File: config.mk
export PLATFORM = sky130hd
export DESIGN_NAME = ipsfc_cell
export DESIGN_NICKNAME = d
export VERILOG_FILES = /design/src/sv/ipsfc_pkg.sv /design/src/sv/ipsfc_cell.sv
export SDC_FILE = /design/constraint.sdc
export NUM_CORES = 1
export LEC_CHECK = 0
export BUFFER_PORTS_ARGS = -buffer_cell sky130_fd_sc_hd__buf_2
export CAP_MARGIN = 20
export CORE_MARGIN = 2
export CORE_UTILIZATION = 53
export CTS_BUF_LIST = sky130_fd_sc_hd__clkbuf_4
export DETAILED_ROUTE_END_ITERATION = 12
export PLACE_DENSITY = 0.84
export SYNTH_ARGS = -nofsm -noshare
export SYNTH_HDL_FRONTEND = slang
export SYNTH_SLANG_ARGS = --single-unit
File: constraint.sdc
create_clock -name clk -period 8.12 [get_ports clk]
set_input_delay 1.624 -clock clk [delete_from_list [all_inputs] [get_ports clk]]
set_output_delay 1.624 -clock clk [all_outputs]
set_load 0.01 [all_outputs]
File: src/sv/ipsfc_pkg.sv
// Shared types and constants for the IPv4 source forwarding classifier.
package ipsfc_pkg;
  localparam int unsigned TableEntries = 16;
  localparam int unsigned IdxW = $clog2(TableEntries);
  localparam logic [13:0] MaxFrameBytes = 14'd16383;
  localparam logic [15:0] EthP8021q = 16'h8100;
  localparam logic [15:0] EthP8021ad = 16'h88A8;
  localparam logic [15:0] EthPIp = 16'h0800;
  localparam logic [1:0] OpByte = 2'd0;
  localparam logic [1:0] OpWrite = 2'd1;
  localparam logic [1:0] OpRead = 2'd2;

  // Search request travelling along the row of cells.
  typedef struct packed {
    logic        active;
    logic [7:0]  port;
    logic [31:0] source;
    logic [13:0] len;
    logic        found;
    logic [7:0]  egress;
  } probe_t;

  typedef struct packed {
    logic        wr;
    logic        en;
    logic [7:0]  port;
    logic [31:0] source;
    logic [7:0]  egress;
  } slot_wr_t;
endpackage

File: src/sv/ipsfc_cell.sv
// One table slot: key match, counters, and the hand-on of the search probe.
module ipsfc_cell
  import ipsfc_pkg::*;
(
  input  logic        clk,
  input  logic        rst,
  input  slot_wr_t    wr,
  input  probe_t      probe_in,
  output probe_t      probe_out,
  output logic [47:0] packets,
  output logic [47:0] bytes_cnt
);
  logic        valid;
  logic [7:0]  port;
  logic [31:0] source;
  logic [7:0]  egress;
  logic        hit_main;
  logic        count_it;
  probe_t      probe_next;

  assign hit_main = valid && port == probe_in.port && source == probe_in.source;

  always_comb begin
    probe_next = probe_in;
    count_it = 1'b0;
    // Main key takes priority; drop entry only counts if the main key never matched.
    if (probe_in.active && !probe_in.found && hit_main) begin
      probe_next.found = 1'b1;
      probe_next.egress = egress;
      count_it = 1'b1;
    end
  end

  // Drop entry is a separate search: probe carries source=0 when the frame failed parsing or its main key missed.
  always_ff @(posedge clk) begin
    if (rst) begin
      valid <= 1'b0;
      probe_out <= '0;
    end else begin
      probe_out <= probe_next;
      if (wr.wr) begin
        valid <= wr.en;
      end
    end
    if (wr.wr) begin
      port <= wr.port;
      source <= wr.source;
      egress <= wr.egress;
      packets <= '0;
      bytes_cnt <= '0;
    end else if (count_it) begin
      packets <= packets + 48'd1;
      bytes_cnt <= bytes_cnt + {34'd0, probe_in.len};
    end
  end
endmodule

Word level (Yosys, flattened, before mapping) --
Index checks and enable logic that the tools add are counted.
Word-level totals: bits in registers 209, input bits 116, output and inout bits 160, word-level logic and storage cells 23
Cells by class: add/subtract/negate cells 2, equal/unequal tests 2, mux-type cells 2, reductions and logical operators 5
Operator list (number):
- 48-bit by 1-bit adder with 48-bit output (second input constant) | 1
- 48-bit by 14-bit adder with 48-bit output | 1
- 32-bit == test | 1
- 9-bit two-way mux | 1
- 8-bit == test | 1
- 1-bit logical AND | 4
- 1-bit logical NOT | 1
- 1-bit two-way mux | 1

Depth between registers and ports, before layout --
depth in word-level cells 5, mapped depth 10, gate-level depth less buffers 9

Worst setup path before layout --
Ideal clock, no wire load.
path kind input to register, start point input probe_in[10] (netlist bit), end point register bytes_cnt[29], setup time 0.121 ns, arrival 3.542 ns, required time 7.999 ns, slack 4.457 ns, cell stages on the path 8, path buffers 1, cell sequence ha_1 > a211o_1 > a211o_1 > a21bo_2 > o22ai_2 > buf_2 > nor3_1 > mux2_2
Between the ends: longest elaborated chain between the ends 1
RTL lines:
- from (decl) | line ipsfc_cell.sv:8 | input probe_t probe_in,
- 48-bit by 14-bit adder with 48-bit output | line ipsfc_cell.sv:53 | bytes_cnt <= bytes_cnt + {34'd0, probe_in.len};
- to (signal assigned) | line ipsfc_cell.sv:53
- to (decl) | line ipsfc_cell.sv:11 | output logic [47:0] bytes_cnt
Every way passes these cells. A chain may end at the register's enable or synchronous reset.

Worst setup path in the final report --
start point input probe_in[39] (netlist bit), end point register packets[46]
Between the ends: longest elaborated chain between the ends 4
RTL lines:
- 32-bit == test | line ipsfc_cell.sv:21 | assign hit_main = valid && port == probe_in.port && source == probe_in.source;
- 1-bit logical AND | line ipsfc_cell.sv:21
- 1-bit logical AND | line ipsfc_cell.sv:27 | if (probe_in.active && !probe_in.found && hit_main) begin
- 1-bit two-way mux | line ipsfc_cell.sv:27
- to (signal assigned) | line ipsfc_cell.sv:52 | packets <= packets + 48'd1;
- to (decl) | line ipsfc_cell.sv:10 | output logic [47:0] packets,
Every way passes these cells.

==> qor.yml <==
worst_setup_path:
  criticalPathCategory: "input port to flop"
  crit_fanout: 47
  crit_chain: "buf_2, xor2_1, nor4_1, nand4_1, or3_2, buf_4, nor4_1, mux2_2"
  rr_worst_depth: 7
  crit_arrival_ps: 4470
  critPathMaxStageDelay_ps: 760
  worst_path_max_delay_cell: "or3_2"
  end_kind: "flop"
  start_kind: "input port"
  crit_top_cell: "nor4_1"
  required_ps: 8630
synth:
  synth_flop_cell: "dfxtp_1"
  synth_commonest_cells: "dfxtp_1 (161), nor2b_1 (130), nor2_1 (98), nand2_1 (81), mux2_2 (61)"
  synth_edf_count: 48
  synth_nets: 1117
  synth_top_cell_by_area: "dfxtp_1"
  synth_top_area_share_pct: 33.9
  synth.most_common_cell: "dfxtp_1"
  synth_seq_cells: 209
  synth_area_mm2: 0.00952
  yosys-top-cells-area: "dfxtp_1 (34%), edfxtp_1 (15%), nor2b_1 (8.5%)"
  synth-warning-count: 0
  syn_area_per_cell_um2: 9.67
  synthDistinctLibCells: 54
  yosysSeqAreaShare_pct: 49.0
  synthCells: 985
  async_flop_share_pct: 0
clock_tree:
  cts_hold_buf: 0
  cts_buffers: 53
  cts_tree: "yes"
  clk_pin_slew_ps: 60
  htree_num_levels: 2
  post_cts_resized: 0
  cts_setup_buffers: 0
  clkSinkCount: 209
  clkLatencyLatePin_ps: 630
  clockBufferDepth: 3
  clockRootBuffer: "clkbuf_4"
detailed_routing:
  drc_errors: 0
  drtPass1Iterations: 5
  post_drt_wl_per_cell_um: 15.4
  antenna_left: 0
  vias: 8176
  wl_mm: 23.6
  via_per_inst: 5.33
  drt_iter0_drc: 412
status:
  status: "finished, final reports clean"
placed_design:
  routabilityCongestion: 0.818
  place_inst: 1441
  dp_hpwl_mm: 16.7
  portBuffers: 275
global_routing:
  grt_pass1_wl_mm: 37.8
  top_usage_layer: "met2"
  grt_max_degree: 142
  overflow: 0
  grt_use_met2_pct: 42.1
  grt_pass1_vias: 7655
  grt_use_total_pct: 23.9
  groute.layer.met3.usage_pct: 6.34
  grtUsageMet1_pct: 28.3
  antenna_found_initial: 3
die:
  dieWidth_um: 138
  core.rowCount: 49
  start_util_pct: 53.6
  dieHeight_um: 138
  die-area_mm2: 0.0191
  ios: 276
  core_mm2: 0.0178
sta:
  period_minus_slack_ps: 3960
  worst_pin_slew_ps: 1050
  finClkSkew_ps: 28.4
  setup_viol: 0
  rsz0062_at_grt: "no"
  slew_headroom_pct: 30.0
  finalCritPeriodShare_pct: 48.7
  fmax_mhz: 253
  hold_viol_final: 0
  tns_ps: 0
  drv_slew: 0
finish:
  final_util_pct: 65.6
  fin_nets: 1399
  syn2layout_area_growth_pct: 22.5
  stdcell_count: 1533
  drive_gt1_share_pct: 34.0
pwr:
  leakagePower_nw: 5.21
  swShare_pct: 23.2
  pwr_density_cell_mw_per_mm2: 180
  seq_power_share_pct: 53.1
  p_sw_uw: 489
  cell_internal_pwr_mw: 1.61
  clkPwrFrac_pct: 40.4
  peakVddDrop_mv: 0.143
  p_comb_share_pct: 6.5
min_path:
  hp-class: "flop to flop"
  hold_depth: 2
run:
  drv_cap: 0
[final timing paths]
path	from	end	slack (ps)
worst max register to register	source[16]	packets[46]	4850
worst min-delay path	bytes_cnt[4]	bytes_cnt[4]	470
worst max-delay path	probe_in[39]	packets[46]	4160
worst min register to register	bytes_cnt[4]	bytes_cnt[4]	470
[state kept, by name (all words and copies together), names as in the netlist]
register / cells
bytes_cnt: 48
egress: 8
packets: 48
port: 8
probe_out: 64
source: 32
valid: 1
[critical path: cells and delay by family]
| family | cells | cell delay, ps |
|---|---|---|
| and+or+nand+nor | 4 | 1760 |
| muxes | 1 | 370 |
| buffers and inverters | 2 | 490 |
| xor gates and xnor gates | 1 | 180 |
[logic make-up (layout without fill, tap and decap cells)]
group / Yosys count / count (layout) / synth area share [%]
xor+xnor: 47 / 47 / 4.32
other cells: 0 / 3 / 0
mux: 70 / 70 / 8.27
fa+ha+maj: 16 / 16 / 2.18
buf+inv: 65 / 381 / 2.86
flops: 209 / 209 / 49.0
compound gates: 77 / 77 / 5.16
simple gates: 501 / 501 / 28.2
[placed cells by master (no fill, tap or decap), types with 11 or more instances in the layout]
cell type	count
buf_2	274
clkbuf_4	81
dfxtp_1	161
inv_1	12
ha_1	15
nor2b_1	130
xor2_1	42
o21ai_0	19
edfxtp_1	48
and4_1	12
a21oi_1	27
nand4_1	29
nor3_1	49
mux2_2	61
nand2_1	81
and3_1	11
or4_1	13
nor4_1	26
nor2_1	98
nand3_1	26
[power by group through the flow]
stage,clock network (mW),registers (mW),logic (mW)
2_1_floorplan,0,1.14,0.0619
6_report,0.849,1.12,0.137
3_5_place_dp,0,1.14,0.137
5_1_grt,0.927,1.12,0.152
3_3_place_gp,0,1.14,0.133
4_1_cts,0.876,1.11,0.138
[layer usage]
layer	vias to the layer above	wire, um
li1	4045	-
met1	3809	9610
met2	278	11800
met3	44	1590
met4	0	564
met5	-	0
[cell type report]
type | count | area (um^2)
antenna | 3 | 7.51
fill | 1394 | 6120
inverter | 12 | 45.0
sequential | 209 | 4660
timing repair buffer | 280 | 1430
tap | 229 | 287
multi-input combinational | 711 | 4590
clock inverter | 8 | 33.8
clock buffer | 81 | 608
[metrics by stage]
| stage | hold WS, ps | area, um^2 | total power [mW] | setup slack, ps |
|---|---|---|---|---|
| after global placement | 453 | 11000 | 1.27 | 3600 |
| final | 470 | 11700 | 2.10 | 4160 |
| after floorplan | 460 | 9520 | 1.21 | 4460 |
| after CTS | 474 | 11700 | 2.13 | 4210 |
| after global routing | 490 | 11700 | 2.20 | 4010 |
| after detailed placement | 465 | 11000 | 1.28 | 3540 |
(Power assumes the default switching activity.)
