## config.mk

```make
export PLATFORM = sky130hd
export DESIGN_NAME = ipsfc_parser
export DESIGN_NICKNAME = d
export VERILOG_FILES = /design/src/sv/ipsfc_pkg.sv /design/src/sv/ipsfc_parser.sv
export SDC_FILE = /design/constraint.sdc
export NUM_CORES = 1
export LEC_CHECK = 0
export BUFFER_PORTS_ARGS = -buffer_cell sky130_fd_sc_hd__buf_2
export CAP_MARGIN = 40
export CORE_MARGIN = 4
export CORE_UTILIZATION = 60
export CTS_BUF_LIST = sky130_fd_sc_hd__clkbuf_4 sky130_fd_sc_hd__clkbuf_8 sky130_fd_sc_hd__clkbuf_16
export CTS_CLUSTER_SIZE = 8
export DETAILED_ROUTE_END_ITERATION = 10
export PLACE_DENSITY = 0.82
export SKIP_LAST_GASP = 1
export SYNTH_ARGS = -nofsm -noshare
export SYNTH_HDL_FRONTEND = slang
export SYNTH_SLANG_ARGS = --single-unit
```

## constraint.sdc

```tcl
create_clock -name clk -period 8.4 [get_ports clk]
set_input_delay 0.42 -clock clk [delete_from_list [all_inputs] [get_ports clk]]
set_output_delay 0.42 -clock clk [all_outputs]
set_load 0.02 [all_outputs]
```

## src/sv/ipsfc_pkg.sv

```systemverilog
// Shared types and constants for the IPv4 source forwarding classifier.
package ipsfc_pkg;
  localparam int unsigned TableEntries = 16;
  localparam int unsigned IdxW = $clog2(TableEntries);
  localparam logic [13:0] MaxFrameBytes = 14'd16383;
  localparam logic [15:0] EthP8021q = 16'h8100;
  localparam logic [15:0] EthP8021ad = 16'h88A8;
  localparam logic [15:0] EthPIp = 16'h0800;
  localparam logic [1:0] OpByte = 2'd0;
  localparam logic [1:0] OpWrite = 2'd1;
  localparam logic [1:0] OpRead = 2'd2;

  // Search request travelling along the row of cells.
  typedef struct packed {
    logic        active;
    logic [7:0]  port;
    logic [31:0] source;
    logic [13:0] len;
    logic        found;
    logic [7:0]  egress;
  } probe_t;

  typedef struct packed {
    logic        wr;
    logic        en;
    logic [7:0]  port;
    logic [31:0] source;
    logic [7:0]  egress;
  } slot_wr_t;
endpackage

```

## src/sv/ipsfc_parser.sv

```systemverilog
// Byte-serial Ethernet/IPv4 header parser producing one search key per frame.
module ipsfc_parser
  import ipsfc_pkg::*;
(
  input  logic        clk,
  input  logic        rst,
  input  logic        take,
  input  logic [7:0]  data_byte,
  input  logic        last_byte,
  output logic        done,
  output logic        ok,
  output logic [31:0] source,
  output logic [13:0] len
);
  logic [13:0] byte_offset;
  logic [15:0] type_field;
  logic [4:0]  header_start;
  logic [31:0] parsed_source;
  logic [7:0]  parsed_protocol;
  logic [15:0] type_next;
  logic [4:0]  hs_next;
  logic [7:0]  proto_next;
  logic [31:0] src_next;
  logic [13:0] len_next;
  logic [14:0] pos;
  logic [14:0] hs;

  always_comb begin
    pos = {1'b0, byte_offset};
    hs = {10'd0, header_start};
    type_next = type_field;
    hs_next = header_start;
    proto_next = parsed_protocol;
    src_next = parsed_source;
    if (pos == 15'd12 || pos == 15'd13) begin
      type_next = {type_field[7:0], data_byte};
      if (pos == 15'd13 && (type_next == EthP8021q || type_next == EthP8021ad)) begin
        hs_next = 5'd18;
      end
    end else if ((pos == 15'd16 || pos == 15'd17) && hs == 15'd18) begin
      type_next = {type_field[7:0], data_byte};
    end
    if (pos == hs + 15'd9) begin
      proto_next = data_byte;
    end
    if (pos >= hs + 15'd12 && pos < hs + 15'd16) begin
      src_next = {parsed_source[23:0], data_byte};
    end
    len_next = (byte_offset == MaxFrameBytes) ? MaxFrameBytes : byte_offset + 14'd1;
  end

  always_ff @(posedge clk) begin
    if (rst) begin
      byte_offset <= '0;
      type_field <= '0;
      header_start <= 5'd14;
      parsed_source <= '0;
      parsed_protocol <= '0;
      done <= 1'b0;
    end else begin
      done <= take && last_byte;
      if (take) begin
        if (last_byte) begin
          byte_offset <= '0;
          type_field <= '0;
          header_start <= 5'd14;
          parsed_source <= '0;
          parsed_protocol <= '0;
        end else begin
          byte_offset <= len_next;
          type_field <= type_next;
          header_start <= hs_next;
          parsed_source <= src_next;
          parsed_protocol <= proto_next;
        end
      end
    end
    if (take && last_byte) begin
      ok <= len_next >= 14'd14 && type_next == EthPIp &&
            len_next >= {9'd0, hs_next} + 14'd20 && proto_next != 8'd0;
      source <= src_next;
      len <= len_next;
    end
  end
endmodule

```

# Yosys cells after proc, flatten, opt, wreduce, memory -nomap -nowiden

Index checks and enable logic that the tools add are counted.

Register bits after elaboration: 123
Input port bits: 12
Output and inout port bits: 48
Logic and storage cells: 51

Add/subtract/negate cells: 5
Magnitude comparators: 4
Eq/ne operators: 10
Muxes and demuxes: 12
Reduce and logical (&&, ||, !) cells: 11

Operator list:

| operator                                             | number |
|---|---|
| two-way mux 32 bit                                   | 2 |
| two-way mux 16 bit                                   | 3 |
| == test 16 bit, second input constant                | 2 |
| == test 14 x 4 -> 1 bit, second input constant       | 2 |
| == test 14 x 5 -> 1 bit, second input constant       | 2 |
| >= comparator 14 x 6 -> 1 bit                        | 2 |
| two-way mux 14 bit                                   | 2 |
| == test 16 x 12 -> 1 bit, second input constant      | 1 |
| two-way mux 8 bit                                    | 2 |
| two-way mux 5 bit                                    | 3 |
| adder 14 x 1 -> 14 bit, second input constant        | 1 |
| == test 14 bit, second input constant                | 1 |
| == test 14 x 6 -> 1 bit                              | 1 |
| >= comparator 14 x 4 -> 1 bit, second input constant | 1 |
| less-than comparator 14 x 6 -> 1 bit                 | 1 |
| adder 5 x 4 -> 6 bit, second input constant          | 2 |
| adder 5 x 5 -> 6 bit, second input constant          | 2 |
| nonzero test 8 bit                                   | 1 |
| logical AND 1 bit                                    | 7 |
| == test 5 bit, second input constant                 | 1 |
| logical OR 1 bit                                     | 3 |

# Longest topological paths before layout

Gate-level depths: netlist (run 1).

Word-level depth: 9
Depth in mapped cells: 14
Mapped depth without buffers: 12

# Worst setup path before layout (run 1)

Ideal clock, no wire load.

Kind: input-to-reg
Start: input port take
End: register header_start[4]
Setup time: 0.118 ns
Arrival: 3.124 ns
Path slack: 5.158 ns
Stages on the path: 5
Buffers on the path: 1
Cells stage by stage: inv_1 -> clkbuf_1 -> nor2_1 -> or2_2 -> a21oi_1

RTL lines:

| element              | RTL line           | RTL |
|---|---|---|
| from (decl)          | ipsfc_parser.sv:7  | `input logic take,` |
| to (signal assigned) | ipsfc_parser.sv:72 | `header_start <= hs_next;` |
| to (decl)            | ipsfc_parser.sv:17 | `logic [4:0] header_start;` |

# Final worst setup path (run 1)

Start: register byte_offset[6]
End: register ok, data pin

Longest elaborated chain between the ends: 9
Elaborated cells on any way between the ends: 25
Those cells by class: 2 x add/sub; 2 x order compare; 7 x eq/ne; 6 x mux; 8 x reduce/logical

RTL lines:

| element                                                                               | RTL line           | RTL |
|---|---|---|
| from (decl)                                                                           | ipsfc_parser.sv:15 | `logic [13:0] byte_offset;` |
| from (signal assigned)                                                                | ipsfc_parser.sv:70 | `byte_offset <= len_next;` |
| parallel branches: the longest is 8 deep, another holds >= comparator 14 x 6 -> 1 bit | -                  |  |
| logical AND 1 bit *                                                                   | ipsfc_parser.sv:80 | `len_next >= {9'd0, hs_next} + 14'd20 && proto_next != 8'd0;` |
| to (signal assigned)                                                                  | ipsfc_parser.sv:79 | `ok <= len_next >= 14'd14 && type_next == EthPIp &&` |
| to (decl)                                                                             | ipsfc_parser.sv:11 | `output logic ok,` |

Mark *: on every way between the ends.
A chain may end at the register's enable or synchronous reset.

==> results.yml, run 1 <==
routing:
  met1_length_microns: 5439
  ant_nets: 0
  drc_errors: 0
  wl_met2_microns: 6807
  vias: 4531
  avgViaCountPerCell: 6.041
  met3RoutedLength_microns: 812
  dr.max_layer_used: "met4"
  drtIter0Drc: 377
  drt_first_pass_iters: 5
  finalWirelength_microns: 13430
  post_drt_wl_per_cell_microns: 17.91
global_route:
  antenna_found_initial: 0
  grt_max_degree: 68
  grt_overflow: 0
  grt_util_all_layers_pct: 24.71
  grt_pass1_vias: 4430
  grt_pass1_wl_microns: 22050
hold_path:
  min_path_cells: 2
  hold_path.class: "in2reg"
clock_network:
  clk-insertion-delay-late_ns: 0.52
  clockBufferDepth: 2
  htreeDepth: 4
  cts-root-buf: "clkbuf_8"
  cts_sinks: 123
  clk_pin_slew_worst_paths_ns: 0.06
  cts_resized: 0
  cts_made_buffers: 17
  cts_setup_buffers: 0
  cts_tree: "yes"
  ctsHoldBuffers: 0
sta:
  setup_viol: 0
  finalCritPeriodShare_pct: 40.31
  relSlewSlack_pct: 52.01
  worst_clock_skew_ns: 0.007933
  drv_slew: 0
  fmax_mhz: 295.4
  rsz0062_at_grt: "no"
  fin_hold_ws_ns: 0.1792
  fin_setup_tns_ns: 0
  setup_ws_ns: 5.014
  fin_crit_ns: 3.386
  worstMarginPinSlew_ns: 0.7175
  finalHoldViolCount: 0
layout:
  final_layout_size_suffix_gt1_share_pct: 23.99
  regArea_sq_um: 2933
  multiInputGateArea_sq_um: 2691
  fill_cells: 656
  syn_to_final_growth_pct: 17.25
  fin_nets: 644
  antenna_cells: 0
  stdcell_area_sq_um: 6847
place:
  place.port_buffers: 59
  post_dp_cell_area_sq_um: 6217
  pre_cts_slack_ns: 5.061
  dp_hpwl_microns: 8632
  gp_congestion: 0.8948
setup_path:
  critical_path_class: "reg2reg"
  required_ns: 8.65
  crit_path_max_fanout: 7
  critPathCaptureType: "register"
  reg2regPathDepth: 12
  critPathLaunchType: "register"
  cp_data_arrival_time_ns: 3.64
synthesis:
  yosysTopAreaCellShare_pct: 26.06
  ys_top_cells_by_area: "dfxtp_1 26%, edfxtp_1 24%, mux2_4 7.7%, ha_1 5.1%, nand2_1 3.8%"
  synth_area_sq_um: 5839
  ys_async_sr_fraction_pct: 0
  synth_common_cells: "76 x dfxtp_1, 59 x nand2_1, 47 x edfxtp_1, 45 x nor2_1, 41 x a21oi_1"
  synth-edff-count: 47
  synth_warnings: 0
  synth_top_area_cell: "dfxtp_1"
  synth_seq_area_share_pct: 50.22
  syn-num-nets: 592
  yosys_most_used_dff: "dfxtp_1"
  syn_area_per_cell_sq_um: 10.50
  synth.most_common_cell: "dfxtp_1"
  ys_types: 52
  synthCells: 556
  synth-seq-cells: 123
die:
  io_pins: 60
  row_count: 35
  initial_core_util_pct: 62.31
  dieArea_sq_um: 11370
  die_w_microns: 106.7
  core_sq_um: 9371
  chipHeight_microns: 106.7
power:
  irDropWorstVdd_v: 0.0001420
  total_power_mw: 1.449
  powerDensity_nw_per_um2: 211.7
  power.leakage_nw: 2.801
job:
  max_cap_violations: 0
outcome:
  status: "finished clean"
layer usage:
metal | vias up | track usage (%)
li1 | 2125 | -
met1 | 2178 | 29.94
met2 | 191 | 41.55
met3 | 37 | 6.683
met4 | 0 | 10.41
met5 | - | 0
registers in the layout (all words and copies together), names as in the netlist:
name and count:
byte_offset 14, done 1, header_start 5, len 14, ok 1, parsed_protocol 8
parsed_source 32, source 32, type_field 16
critical path, stage by stage, from the launching register on:
cell	delay (ns)
dfxtp_1	0.37
or4_4	0.56
or3_4	0.38
a21oi_1	0.14
nand4_1	0.26
and2_1	0.27
ha_1	0.27
nand2b_1	0.14
a21o_1	0.17
a211oi_1	0.20
o21ai_0	0.12
o221ai_1	0.12
a211oi_1	0.12
final timing paths:
kind / end / slack, ns / start
max reg2reg: ok$_DFFE_PP_ / 5.01 / byte_offset[6]$_SDFFE_PP0P_
min reg2reg: parsed_source[24]$_SDFFE_PP0P_ / 0.48 / parsed_source[24]$_SDFFE_PP0P_
max: ok$_DFFE_PP_ / 5.01 / byte_offset[6]$_SDFFE_PP0P_
min: byte_offset[2]$_SDFFE_PP0P_ / 0.18 / take
through the flow:
step                std cells  utilization [%]
finish                    750            73.06
floorplan                 556                -
global route              750            73.06
global placement          713            65.69
detailed placement        718            66.34
CTS                       750            73.06
logic make-up after synthesis:
group                    after synthesis  share of synthesized area (%)
adder cells (fa/ha/maj)               24                          5.143
flip-flops                           123                          50.22
XOR/XNOR                              17                          2.550
buffers and inverters                 48                          3.921
AND/OR/NAND/NOR                      169                          14.29
AO/OA/AOI/OAI                        139                          15.04
multiplexers                          36                          8.828
cell type report:
type | count | share of cell area [%]
Inverter | 14 | 0.7675
Clock buffer | 18 | 6.159
Clock inverter | 14 | 3.034
Sequential cell | 123 | 42.84
Tap cell | 129 | 2.357
Multi-Input combinational cell | 385 | 39.31
Timing Repair Buffer | 67 | 5.537
where the power goes:
group / internal, mW / switching, mW / total [mW]
logic: 0.0113 / 0.0370 / 0.0483
clock network: 0.494 / 0.281 / 0.775
registers: 0.624 / 0.00241 / 0.626
total: 1.13 / 0.320 / 1.45
layout by cell type (no fill, tap or decap), types with 6 or more instances in the layout:
cell type	Yosys	routed
nor2_1	45	44
nand2_1	59	59
mux2_4	30	30
dfxtp_1	76	76
a22oi_1	28	28
buf_2	0	59
ha_1	24	24
xnor2_1	13	13
a22o_1	8	8
inv_1	14	14
nor3_1	9	9
nand3_1	11	11
clkbuf_16	0	16
a21oi_1	41	41
o21ai_0	40	40
edfxtp_1	47	47
nand4_1	6	6
Note: power is estimated with default switching activity, not from simulation.
==> inputs of run 2 (changes only) <==
--- a/config.mk
+++ b/config.mk
@@ -5,14 +5,15 @@
 export SDC_FILE = /design/constraint.sdc
 export NUM_CORES = 1
 export LEC_CHECK = 0
+export ABC_AREA = 1
 export BUFFER_PORTS_ARGS = -buffer_cell sky130_fd_sc_hd__buf_2
 export CAP_MARGIN = 40
 export CORE_MARGIN = 4
-export CORE_UTILIZATION = 60
+export CORE_UTILIZATION = 54
 export CTS_BUF_LIST = sky130_fd_sc_hd__clkbuf_4 sky130_fd_sc_hd__clkbuf_8 sky130_fd_sc_hd__clkbuf_16
 export CTS_CLUSTER_SIZE = 8
 export DETAILED_ROUTE_END_ITERATION = 10
-export PLACE_DENSITY = 0.82
+export PLACE_DENSITY = 0.78
 export SKIP_LAST_GASP = 1
 export SYNTH_ARGS = -nofsm -noshare
 export SYNTH_HDL_FRONTEND = slang
==> constraint.sdc (replaced) <==
create_clock -name clk -period 3.1 [get_ports clk]
set_input_delay 0.155 -clock clk [delete_from_list [all_inputs] [get_ports clk]]
set_output_delay 0.155 -clock clk [all_outputs]
set_load 0.02 [all_outputs]
==> results.yml, run 2 <==
synthesis:
  synth_top_area_cell: "dfxtp_1"
  synth_seq_area_share_pct: 46.98
  ys_async_sr_fraction_pct: 0
  syn-num-nets: 858
  synth_common_cells: "324 x nand2_1, 76 x dfxtp_1, 74 x a21oi_1, 66 x nand3_1, 55 x inv_1"
  synth_area_sq_um: 6242
  synth.most_common_cell: "nand2_1"
  ys_types: 37
  synth-edff-count: 47
  synth_warnings: 0
  synth-seq-cells: 123
  yosysTopAreaCellShare_pct: 24.37
  yosys_most_used_dff: "dfxtp_1"
  syn_area_per_cell_sq_um: 7.594
  ys_top_cells_by_area: "dfxtp_1 24%, edfxtp_1 23%, nand2_1 19%, a21oi_1 5.9%, nand3_1 5.3%"
  synthCells: 822
setup_path:
  path_buf_inv: 2
  critPathMaxStageDelay_ns: 0.42
  critPathCaptureType: "register"
  reg2regPathDepth: 23
  crit_start: "byte_offset[1]$_SDFFE_PP0P_"
  r2r_end: "ok$_DFFE_PP_"
  reg2reg_slack_ns: 0.35
  path_cells: "ha_1 > nand4_1 > nor2_2 > nand3_2 > inv_1 > nor2_1 > ha_1 > inv_1 > nand2_1 > nand2_1 > nand2_1 > nand2_1 > nand2_1 > nand2_1 > nand2_1 > nand2_1 > nand2_1 > nand2_1 > nand2_1 > nand2_1 > nand2_1 > nand3_1 > nor2_1"
  required_ns: 3.28
  cp_data_arrival_time_ns: 2.93
  cpMostUsedCell: "nand2_1"
  r2r_start: "byte_offset[1]$_SDFFE_PP0P_"
  critPathLaunchType: "register"
  cp-endpoint: "ok$_DFFE_PP_"
  crit_path_max_fanout: 9
  critical_path_class: "reg2reg"
  critPathTopFamily: "simple AND/OR/NAND/NOR gates"
  crit_cells: 23
  cpMaxStageDelayCell: "dfxtp_1"
power:
  clockPowerShare_pct: 49.9
  combPwrFrac_pct: 3.8
  power_frac_seq_pct: 46.3
  p_sw_share_pct: 21.80
  total_power_mw: 3.665
  internal-power_mw: 2.866
  powerDensity_nw_per_um2: 510.4
  power.leakage_nw: 3.179
  p_sw_mw: 0.7988
  irDropWorstVdd_v: 0.0004897
layout:
  stdcell_area_sq_um: 7181
  post-route-util_pct: 64.82
  top_regs: "parsed_source x32, source x32, type_field x16"
  fin_nets: 911
  fill_cells: 970
  layout_common_cells: "324 x nand2_1, 76 x dfxtp_1, 74 x a21oi_1"
  instances_no_fill: 1028
  syn_to_final_growth_pct: 15.03
  final_layout_size_suffix_gt1_share_pct: 14.64
  final_common_cell: "nand2_1"
  antenna_cells: 0
die:
  chipHeight_microns: 115.5
  dieArea_sq_um: 13340
  row_count: 38
  core_sq_um: 11080
  io_pins: 60
  initial_core_util_pct: 56.35
  die_w_microns: 115.5
global_route:
  met3_usage_pct: 6.214
  met2_usage_pct: 37.00
  grt_pass1_wl_microns: 25140
  grt_pass1_vias: 5251
  top_usage_layer: "met2"
  antenna_found_initial: 0
  grt_util_all_layers_pct: 23.79
  grt_overflow: 0
  grt_util_met1_pct: 32.90
  grt_max_degree: 72
sta:
  setup_ws_ns: 0.3510
  finalCritPeriodShare_pct: 88.68
  fin_crit_ns: 2.749
  finalHoldViolCount: 0
  relSlewSlack_pct: 48.11
  setup_viol: 0
  worst_clock_skew_ns: 0.009061
  drv_slew: 0
  fmax_mhz: 363.8
  fin_setup_tns_ns: 0
  rsz0062_at_grt: "no"
  fin_hold_ws_ns: 0.02975
  worstMarginPinSlew_ns: 0.7783
routing:
  avgViaCountPerCell: 5.393
  finalWirelength_microns: 15030
  vias: 5544
  ant_nets: 0
  post_drt_wl_per_cell_microns: 14.62
  drt_first_pass_iters: 5
  drtIter0Drc: 543
  drc_errors: 0
place:
  pre_cts_slack_ns: 0.3604
  place.port_buffers: 59
  gp_congestion: 0.9101
  post_dp_cell_area_sq_um: 6625
  dp.cells: 996
  dp_hpwl_microns: 9936
clock_network:
  cts_setup_buffers: 0
  ctsHoldBuffers: 0
  clk-insertion-delay-late_ns: 0.42
  cts_resized: 0
  clockBufferDepth: 2
  htreeDepth: 4
  cts_tree: "yes"
  cts_sinks: 123
  clk_pin_slew_worst_paths_ns: 0.06
  cts_made_buffers: 17
  cts-root-buf: "clkbuf_16"
hold_path:
  hold_path.class: "in2reg"
outcome:
  status: "finished clean"
job:
  max_cap_violations: 0
-- run 2: cell count changes in the layout (fill, tap and decap cells not counted), sizes merged, moves of 11 or more --
cell	before	now
a21oi	41	76
a22oi	28	0
inv	21	62
mux2	34	0
nand2	59	331
nand3	12	69
o21ai	40	16
xnor2	13	2
-- run 2: cell type report --
cell class              count  area (sq um)  area share, %
inverters                  61         229.0          3.189
clock buffers              25         515.5          7.179
multi-input cells         604          2900          40.39
flip-flops and latches    123          2933          40.84
well taps                 140         175.2          2.439
clock inverters             7         40.04         0.5576
repair buffers             68         387.9          5.402
-- run 2: worst min-delay path by stage --
stage	from	to	slack [ns]	cells past startpoint
2_1_floorplan	take	done$_SDFF_PP0_	0.29	2
3_3_place_gp	take	done$_SDFF_PP0_	0.44	3
3_5_place_dp	type_field[14]$_SDFFE_PP0P_	type_field[14]$_SDFFE_PP0P_	0.46	2
4_1_cts	take	done$_SDFF_PP0_	0.02	3
5_1_grt	take	done$_SDFF_PP0_	0.03	3
6_report	take	done$_SDFF_PP0_	0.03	3
-- run 2: power groups by stage --
stage               combinational [mW]  sequential, mW  clock, mW
floorplan                       0.0624            1.75          0
global placement                 0.135            1.73          0
detailed placement               0.138            1.73          0
CTS                              0.139            1.70       1.85
global route                     0.151            1.70       1.93
finish                           0.139            1.70       1.83
-- run 2: worst reg2reg max path: stages (launching register included) --
cell and delay, ns:
dfxtp_1 0.42, ha_1 0.23, nand4_1 0.17, nor2_2 0.25, nand3_2 0.22, inv_1 0.14
nor2_1 0.07, ha_1 0.26, inv_1 0.05, nand2_1 0.04, nand2_1 0.05, nand2_1 0.04
nand2_1 0.05, nand2_1 0.04, nand2_1 0.05, nand2_1 0.04, nand2_1 0.05, nand2_1 0.04
nand2_1 0.05, nand2_1 0.04, nand2_1 0.05, nand2_1 0.04, nand3_1 0.07, nor2_1 0.04
-- run 2: cells by family (layout without fill, tap and decap cells) --
kind of cell             after synthesis  in the layout  synth area share, %
XOR/XNOR                               7              7               0.9822
AO/OA/AOI/OAI                         96             96                8.158
buffers and inverters                 95            161                6.675
flip-flops                           123            123                46.98
AND/OR/NAND/NOR                      477            477                32.39
adder cells (fa/ha/maj)               24             24                4.811
-- run 2: routing by layer --
layer	routed length, microns	share of wire (%)
met1	7019	47
met2	6922	46
met3	900	6.0
met4	182	1.2
met5	0	0
